<file path="src/design/swfr_pkg.sv">
// Shared types and constants for the sync-word frame receiver.
// No dependencies; the controller, the datapath and the top level import it.
package swfr_pkg;

    // Field widths fixed by the interface.
    localparam int BYTE_W         = 8;
    localparam int WORD_W         = 16;
    localparam int IDX_W          = 4;
    localparam int BYTES_PER_WORD = 2;

    // Start-of-frame word after reset, low byte received first.
    localparam logic [WORD_W-1:0] SYNC_RESET = 16'hABCD;

    // Commands from the controller to the datapath.
    typedef struct packed {
        logic rx_take;        // a received byte is accepted this cycle
        logic rd_issue;       // read the store at the read pointer
        logic out_load_word;  // load a payload word into the output register
        logic out_load_err;   // load the checksum error result
    } t_dp_cmd;

    // Status from the datapath to the controller.
    typedef struct packed {
        logic frame_end;   // the byte on the input completes a frame
        logic frame_good;  // the checksum of that frame matches
        logic rd_last;     // the read pointer is at the last payload word
        logic out_free;    // the output register can take a result now
    } t_dp_status;

endpackage

</file>
<file path="src/design/swfr_ctrl.sv">
// Controller of the sync-word frame receiver: sequences byte intake,
// payload read-out and the error result. Depends on swfr_pkg.
module swfr_ctrl (
    input  logic                i_clk,
    input  logic                i_rst_n,
    input  logic                i_in_valid,
    output logic                o_in_stall,
    input  swfr_pkg::t_dp_status i_status,
    output swfr_pkg::t_dp_cmd    o_cmd
);
    import swfr_pkg::*;

    typedef enum logic [1:0] {
        S_RX,    // taking bytes
        S_READ,  // reading the next payload word from the store
        S_LOAD,  // handing the word to the output register
        S_ERR    // handing the error result to the output register
    } t_state;

    t_state r_state;
    t_state n_state;

    // Bytes are taken only while collecting.
    assign o_in_stall = (r_state != S_RX);

    // Next state and datapath commands.
    always_comb begin
        n_state             = r_state;
        o_cmd               = '0;
        unique case (r_state)
            S_RX: begin
                o_cmd.rx_take = i_in_valid;
                if (i_in_valid && i_status.frame_end) begin
                    n_state = i_status.frame_good ? S_READ : S_ERR;
                end
            end
            S_READ: begin
                o_cmd.rd_issue = 1'b1;
                n_state        = S_LOAD;
            end
            S_LOAD: begin
                if (i_status.out_free) begin
                    o_cmd.out_load_word = 1'b1;
                    n_state             = i_status.rd_last ? S_RX : S_READ;
                end
            end
            S_ERR: begin
                if (i_status.out_free) begin
                    o_cmd.out_load_err = 1'b1;
                    n_state            = S_RX;
                end
            end
            default: n_state = S_RX;
        endcase
    end

    // State register.
    always_ff @(posedge i_clk) begin
        if (!i_rst_n) begin
            r_state <= S_RX;
        end else begin
            r_state <= n_state;
        end
    end

endmodule

</file>
<file path="src/design/swfr_datapath.sv">
// Datapath of the sync-word frame receiver: byte pairing, sync match,
// running checksum, frame store and output register. Depends on swfr_pkg.
module swfr_datapath #(
    parameter int FRAME_WORDS = 13
) (
    input  logic                       i_clk,
    input  logic                       i_rst_n,
    input  swfr_pkg::t_dp_cmd           i_cmd,
    output swfr_pkg::t_dp_status        o_status,
    input  logic                       i_cfg_wr_en,
    input  logic [swfr_pkg::WORD_W-1:0] i_cfg_wr_data,
    input  logic [swfr_pkg::BYTE_W-1:0] i_rx_byte,
    output logic                       o_out_valid,
    input  logic                       i_out_stall,
    output logic                       o_frame_ok,
    output logic [swfr_pkg::IDX_W-1:0]  o_word_index,
    output logic [swfr_pkg::WORD_W-1:0] o_word_value,
    output logic                       o_last_word
);
    import swfr_pkg::*;

    // Byte counter spans 0 .. 2*FRAME_WORDS-1; its upper bits index words.
    localparam int CW         = $clog2(BYTES_PER_WORD * FRAME_WORDS);
    localparam int WW         = CW - 1;
    localparam int STORE_DEPTH = FRAME_WORDS - 1;

    localparam logic [WW-1:0] LAST_WORD_IDX    = WW'(FRAME_WORDS - 1);
    localparam logic [WW-1:0] LAST_PAYLOAD_IDX = WW'(FRAME_WORDS - 2);

    logic [WORD_W-1:0] r_sync;
    logic [BYTE_W-1:0] r_prev_byte;
    logic [CW-1:0]     r_count;
    logic [WORD_W-1:0] r_acc;
    logic [WW-1:0]     r_rd_idx;
    logic [WORD_W-1:0] r_rd_data;
    logic              r_out_valid;
    logic              r_frame_ok;
    logic [IDX_W-1:0]  r_word_index;
    logic [WORD_W-1:0] r_word_value;
    logic              r_last_word;

    // Payload words 1 .. FRAME_WORDS-2; entry 0 is not written, the sync word only seeds r_acc.
    logic [WORD_W-1:0] r_store [STORE_DEPTH];

    logic [WORD_W-1:0] rx_word;
    logic              sync_hit;
    logic              in_frame;
    logic              word_done;
    logic [WW-1:0]     wr_idx;
    logic              last_in;
    logic              store_wr;

    // Little-endian word from the previous and current byte.
    always_comb begin
        rx_word   = {i_rx_byte, r_prev_byte};
        sync_hit  = (rx_word == r_sync);
        in_frame  = (r_count != '0);
        word_done = in_frame && !sync_hit && r_count[0];
        wr_idx    = r_count[CW-1:1];
        last_in   = (wr_idx == LAST_WORD_IDX);
        store_wr  = i_cmd.rx_take && word_done && !last_in;
    end

    // Status toward the controller.
    always_comb begin
        o_status.frame_end  = word_done && last_in;
        o_status.frame_good = (r_acc == rx_word);
        o_status.rd_last    = (r_rd_idx == LAST_PAYLOAD_IDX);
        o_status.out_free   = !r_out_valid || !i_out_stall;
    end

    // Control registers: sync word, byte history, byte counter, read pointer.
    always_ff @(posedge i_clk) begin
        if (!i_rst_n) begin
            r_sync      <= SYNC_RESET;
            r_prev_byte <= '0;
            r_count     <= '0;
            r_rd_idx    <= '0;
        end else begin
            if (i_cfg_wr_en) begin
                r_sync <= i_cfg_wr_data;
            end
            if (i_cmd.rx_take) begin
                r_prev_byte <= i_rx_byte;
                if (sync_hit) begin
                    r_count <= CW'(BYTES_PER_WORD);
                end else if (in_frame) begin
                    if (word_done && last_in) begin
                        r_count  <= '0;
                        r_rd_idx <= WW'(1);
                    end else begin
                        r_count <= r_count + 1'b1;
                    end
                end
            end
            if (i_cmd.out_load_word) begin
                r_rd_idx <= r_rd_idx + 1'b1;
            end
        end
    end

    // Running XOR of all words before the checksum word.
    always_ff @(posedge i_clk) begin
        if (i_cmd.rx_take) begin
            if (sync_hit) begin
                r_acc <= rx_word;
            end else if (word_done && !last_in) begin
                r_acc <= r_acc ^ rx_word;
            end
        end
    end

    // Frame store: one write port, one registered read port.
    always_ff @(posedge i_clk) begin
        if (store_wr) begin
            r_store[wr_idx] <= rx_word;
        end
        if (i_cmd.rd_issue) begin
            r_rd_data <= r_store[r_rd_idx];
        end
    end

    // Output register valid flag.
    always_ff @(posedge i_clk) begin
        if (!i_rst_n) begin
            r_out_valid <= 1'b0;
        end else if (i_cmd.out_load_word || i_cmd.out_load_err) begin
            r_out_valid <= 1'b1;
        end else if (!i_out_stall) begin
            r_out_valid <= 1'b0;
        end
    end

    // Output register payload.
    always_ff @(posedge i_clk) begin
        if (i_cmd.out_load_word) begin
            r_frame_ok   <= 1'b1;
            r_word_index <= IDX_W'(r_rd_idx);
            r_word_value <= r_rd_data;
            r_last_word  <= (r_rd_idx == LAST_PAYLOAD_IDX);
        end else if (i_cmd.out_load_err) begin
            r_frame_ok   <= 1'b0;
            r_word_index <= '0;
            r_word_value <= '0;
            r_last_word  <= 1'b1;
        end
    end

    assign o_out_valid  = r_out_valid;
    assign o_frame_ok   = r_frame_ok;
    assign o_word_index = r_word_index;
    assign o_word_value = r_word_value;
    assign o_last_word  = r_last_word;

    // A completed frame always returns the receiver to waiting for sync.
    a_frame_end_idle: assert property (@(posedge i_clk) disable iff (!i_rst_n)
        (i_cmd.rx_take && o_status.frame_end) |=> (r_count == '0))
        else $error("byte counter not cleared after frame end");

    // The byte counter never sits on one byte or beyond the frame.
    a_count_range: assert property (@(posedge i_clk) disable iff (!i_rst_n)
        (r_count != CW'(1)) && (32'(r_count) < BYTES_PER_WORD * FRAME_WORDS))
        else $error("byte counter out of range");

    // Payload read-out only touches written payload entries.
    a_rd_range: assert property (@(posedge i_clk) disable iff (!i_rst_n)
        (i_cmd.rd_issue || i_cmd.out_load_word) |->
            (r_rd_idx != '0) && (r_rd_idx <= LAST_PAYLOAD_IDX))
        else $error("read pointer outside payload");

    // A result is never loaded over one that is still stalled.
    a_no_overwrite: assert property (@(posedge i_clk) disable iff (!i_rst_n)
        (i_cmd.out_load_word || i_cmd.out_load_err) |-> (!r_out_valid || !i_out_stall))
        else $error("output register overwritten");

endmodule

</file>
<file path="src/design/sync_word_frame_receiver_top.sv">
// Top level of the sync-word frame receiver: joins the controller and
// the datapath. Depends on swfr_pkg, swfr_ctrl and swfr_datapath.
//
//   Channel  Direction  Handshake                 Payload
//   in       input      i_in_valid / o_in_stall   i_rx_byte
//   out      output     o_out_valid / i_out_stall o_frame_ok, o_word_index,
//                                                 o_word_value, o_last_word
//   cfg      input      i_cfg_wr_en               i_cfg_wr_data (sync word)
//
// A byte is taken every cycle while a frame is collected or sync is sought.
// After the byte that ends a frame, the input stalls while results are issued:
// for each payload word a store read, then an output load, or else the error
// result load, and each load waits while the output is stalled.
// Reset is synchronous; it restores the sync word to 0xABCD and waits for sync.
// The output register lets a finished result wait while the next byte is taken.
module sync_word_frame_receiver_top #(
    parameter int FRAME_WORDS = 13
) (
    input  logic                       i_clk,
    input  logic                       i_rst_n,
    input  logic                       i_in_valid,
    output logic                       o_in_stall,
    input  logic [swfr_pkg::BYTE_W-1:0] i_rx_byte,
    output logic                       o_out_valid,
    input  logic                       i_out_stall,
    output logic                       o_frame_ok,
    output logic [swfr_pkg::IDX_W-1:0]  o_word_index,
    output logic [swfr_pkg::WORD_W-1:0] o_word_value,
    output logic                       o_last_word,
    input  logic                       i_cfg_wr_en,
    input  logic [swfr_pkg::WORD_W-1:0] i_cfg_wr_data
);
    import swfr_pkg::*;

    t_dp_cmd    dp_cmd;
    t_dp_status dp_status;

    // Sequencing of intake and read-out.
    swfr_ctrl u_ctrl (
        .i_clk      (i_clk),
        .i_rst_n    (i_rst_n),
        .i_in_valid (i_in_valid),
        .o_in_stall (o_in_stall),
        .i_status   (dp_status),
        .o_cmd      (dp_cmd)
    );

    // Byte pairing, checksum, store and output register.
    swfr_datapath #(
        .FRAME_WORDS (FRAME_WORDS)
    ) u_datapath (
        .i_clk         (i_clk),
        .i_rst_n       (i_rst_n),
        .i_cmd         (dp_cmd),
        .o_status      (dp_status),
        .i_cfg_wr_en   (i_cfg_wr_en),
        .i_cfg_wr_data (i_cfg_wr_data),
        .i_rx_byte     (i_rx_byte),
        .o_out_valid   (o_out_valid),
        .i_out_stall   (i_out_stall),
        .o_frame_ok    (o_frame_ok),
        .o_word_index  (o_word_index),
        .o_word_value  (o_word_value),
        .o_last_word   (o_last_word)
    );

endmodule
</file>
<file path="config.mk">
export PLATFORM = sky130hd
export DESIGN_NAME = sync_word_frame_receiver_top
export DESIGN_NICKNAME = d
export VERILOG_FILES = /design/src/design/swfr_pkg.sv /design/src/design/swfr_ctrl.sv /design/src/design/swfr_datapath.sv /design/src/design/sync_word_frame_receiver_top.sv
export SDC_FILE = /design/constraint.sdc
export NUM_CORES = 1
export LEC_CHECK = 0
export BUFFER_PORTS_ARGS = -buffer_cell sky130_fd_sc_hd__buf_4
export CAP_MARGIN = 20
export CORE_UTILIZATION = 25
export DETAILED_ROUTE_END_ITERATION = 12
export SYNTH_ARGS = -nofsm -noshare
export SYNTH_HDL_FRONTEND = slang
export SYNTH_SLANG_ARGS = --single-unit
</file>
<file path="constraint.sdc">
create_clock -name i_clk -period 3.66 [get_ports i_clk]
set_clock_uncertainty 0.15 [all_clocks]
set_input_delay 0.366 -clock i_clk [delete_from_list [all_inputs] [get_ports i_clk]]
set_output_delay 0.366 -clock i_clk [all_outputs]
set_load 0.05 [all_outputs]
</file>
==> flow_metrics.py <==
metrics = {
    "run_status": {
        "outcome": "finished clean",
    },
    "die": {
        "start_util_pct": 25.35,
        "die_width_um": 213.8,
        "dieArea_sq_mm": 0.04569,
        "core-area_sq_mm": 0.04422,
        "die_height_um": 213.8,
        "row_count": 77,
        "ios": 53,
    },
    "grt": {
        "grt_pass1_wl_mm": 37.83,
        "grt_max_degree": 28,
        "grt-ovfl-total": 0,
        "grt_pass1_vias": 6183,
        "track_usage_pct": 10.96,
        "antenna_found_initial": 0,
    },
    "logic_synthesis": {
        "yosysSeqAreaShare_pct": 72.24,
        "synth-edff-count": 245,
        "synth_nets": 683,
        "synth_seq_cells": 282,
        "synth.avg_cell_area_sq_um": 17.22,
        "postSynthCellCount": 651,
        "ys_types": 50,
        "synth_area_sq_mm": 0.01121,
        "ys_warn_count": 0,
        "synth_top_flop_cell": "edfxtp_1",
        "synthArstFlopShare_pct": 0,
    },
    "placed_design": {
        "place_inst": 1295,
        "gp_congestion": 0.8008,
        "place_area_sq_mm": 0.01251,
        "hpwl_mm": 15.66,
        "portBuffers": 52,
    },
    "clocking": {
        "numCtsBuffers": 28,
        "cts_max_path_buffers": 3,
        "htreeDepth": 1,
        "cts.clk_slew.worst_paths_ns": 0.06,
        "cts_tree": "built",
        "ctsResizeCount": 0,
        "clkLatencyLatePin_ns": 0.53,
        "cts.sink_count": 282,
        "cts_root_buf": "clkbuf_16",
    },
    "layout": {
        "fin_nets": 792,
        "syn_to_final_growth_pct": 22.58,
        "fin_area_sq_mm": 0.01374,
        "final_layout_size_suffix_gt1_share_pct": 25.70,
        "num_antenna_cells": 0,
        "instances_no_fill": 1374,
    },
    "worst_setup_path": {
        "crit_required_ns": 3.74,
        "cp_max_fo": 16,
        "worst_setup_path_end_kind": "flop",
        "slowest_stage": "or3b_1",
        "worst-setup-path-type": "reg2reg",
        "cp_num_buf_inv": 1,
        "critPathTopFamily": "compound AO/OA/AOI/OAI gates",
        "crit_chain": "or3b_1 > a31oi_4 > nand2_4 > o32ai_2 > buf_4",
        "arrival_ns": 2.86,
        "cpPeakStageDelay_ns": 0.69,
        "worst_setup_path_start_kind": "flop",
    },
    "power_and_ir_drop": {
        "power.density_mw_per_mm2": 485.2,
        "p_leak_nw": 4.538,
        "ir_worst_vdd_uv": 334.4,
    },
    "timing": {
        "post-route-period-util_pct": 76.01,
        "max_freq_mhz": 359.5,
        "setup_viol": 0,
        "period_minus_slack_ns": 2.782,
        "rsz0062_at_grt": "no",
        "maxSlewViolCount": 0,
        "hold_violations": 0,
        "relSlewSlack_pct": 39.58,
        "worst_slew_pin_slew_ns": 0.9063,
        "setup_tns_ns": 0,
    },
    "drt": {
        "viasPerCell": 4.337,
        "drcViolationCount": 0,
        "vias": 5959,
        "drt-wirelength-per-cell_um": 17.82,
        "routed_wl_mm": 24.48,
        "first_pass_iters": 5,
        "postRouteAntennaNets": 0,
        "drtIter0Drc": 434,
    },
    "worst_hold_path": {
        "hp-class": "in2reg",
    },
    "job": {
        "max-cap-violations": 0,
    },
}
==> worst paths after layout <==
path	from	to	slack (ns)	cells after the start
worst max-delay path	u_ctrl.r_state[1]	u_datapath.r_acc[10]	0.88	5
worst min-delay path	i_rx_byte[1]	u_datapath.r_store[1][9]	0.03	1
worst max register to register	u_ctrl.r_state[1]	u_datapath.r_acc[10]	0.88	5
worst min register to register	u_datapath.o_frame_ok	u_datapath.o_frame_ok	0.34	1
==> per-layer routing <==
layer	wire length, um	vias to the layer above	GRT usage (%)
met2	11580	143	17.83
met4	454	0	2.512
met5	0	-	0
li1	-	2721	-
met1	11310	3066	15.43
met3	1129	29	1.596
==> worst reg2reg max path: stages, from the launching register on <==
cell and delay [ns]:
dfxtp_1 0.35, or3b_1 0.69, a31oi_4 0.38, nand2_4 0.12, o32ai_2 0.48, buf_4 0.31
==> stage by stage <==
step | hold slack (ns) | power [mW] | util, % | worst slack (ns)
5_1_grt | 0.03174 | 6.875 | 31.07 | 0.7223
2_1_floorplan | 0.3116 | 3.645 | - | 0.2652
3_3_place_gp | 0.3287 | 3.722 | 28.28 | 0.8827
4_1_cts | 0.01202 | 6.740 | 31.07 | 0.8838
3_5_place_dp | 0.3403 | 3.725 | 28.28 | 0.8207
6_report | 0.02820 | 6.667 | 31.07 | 0.8781
==> area by class of cell <==
class / count / area, sq um
Inverter: 6 / 22.52
Timing Repair Buffer: 111 / 913.4
Clock inverter: 19 / 222.7
Clock buffer: 33 / 740.7
Fill cell: 4308 / 30480
Sequential cell: 282 / 8103
Multi-Input combinational cell: 331 / 2998
Tap cell: 592 / 740.7
==> kinds of logic after synthesis <==
| kind of cell | after synthesis | synth area share [%] |
|---|---|---|
| xor+xnor | 50 | 3.907 |
| simple gates | 149 | 6.686 |
| mux | 80 | 12.50 |
| buf+inv | 38 | 1.485 |
| fa+ha+maj | 3 | 0.3349 |
| compound gates | 49 | 2.847 |
| flops | 282 | 72.24 |
==> power breakdown <==
part	internal, mW	total [mW]	switching, mW	leakage (nW)
sequential	3.50	3.51	0.0193	2.58
combinational	0.0746	0.165	0.0900	1.48
clock	1.80	2.99	1.19	0.477
total	5.37	6.67	1.30	4.54
==> cell usage in the layout, fill, tap and decap left out, drive strengths merged, types with 2 or more instances in the layout <==
cell / count
and2: 20
mux4: 48
xnor2: 17
edfxtp: 245
nor2: 21
nor3: 5
a21o: 2
inv: 6
xor2: 33
nand4: 5
a31oi: 4
clkinv: 13
buf: 84
o21ai: 18
nand3: 6
or2: 2
a21oi: 15
mux2i: 32
or3b: 2
ha: 3
nor4: 12
dlygate4sd3: 27
bufinv: 5
dfxtp: 37
nand4b: 2
and3: 3
nand2: 66
clkbuf: 33
==> cells in the mapped netlist, types with 2 or more instances <==
library cell	instances	share of area, %
or2_2	2	0.11
nor2_2	2	0.11
or3b_1	2	0.16
and3_1	3	0.17
nand2_1	65	2.2
buf_1	4	0.13
inv_1	6	0.20
ha_1	3	0.33
xor2_1	33	2.6
a21oi_1	14	0.63
nor2_1	18	0.60
nand4b_1	2	0.16
mux4_2	48	9.6
and2_1	20	1.1
nor4_1	12	0.67
o21ai_0	18	0.80
clkbuf_1	16	0.54
mux2i_1	32	2.9
buf_2	10	0.45
dfxtp_1	37	6.6
nand3_1	4	0.18
nand3_2	2	0.18
a31oi_1	3	0.17
a21o_1	2	0.13
xnor2_1	17	1.3
nand4_1	5	0.28
edfxtp_1	245	66
nor3_1	4	0.18
==> sequential cells by signal, indices dropped and copies added, names as in the netlist <==
signal                   cells
u_datapath.r_store         192
u_datapath.o_word_value     16
u_datapath.r_acc            16
u_datapath.r_rd_data        16
u_datapath.r_sync           16
u_datapath.r_prev_byte       8
u_datapath.r_count           5
u_datapath.o_word_index      4
u_datapath.r_rd_idx          4
u_ctrl.r_state               2
u_datapath.o_frame_ok        1
u_datapath.o_last_word       1
u_datapath.o_out_valid       1
==> repair_timing <==
action	in CTS	in global routing
hold endpoints to repair	17	0
hold buffers	27	0
buffers inserted	0	0
No activity file was read; power rests on OpenSTA's default activity.
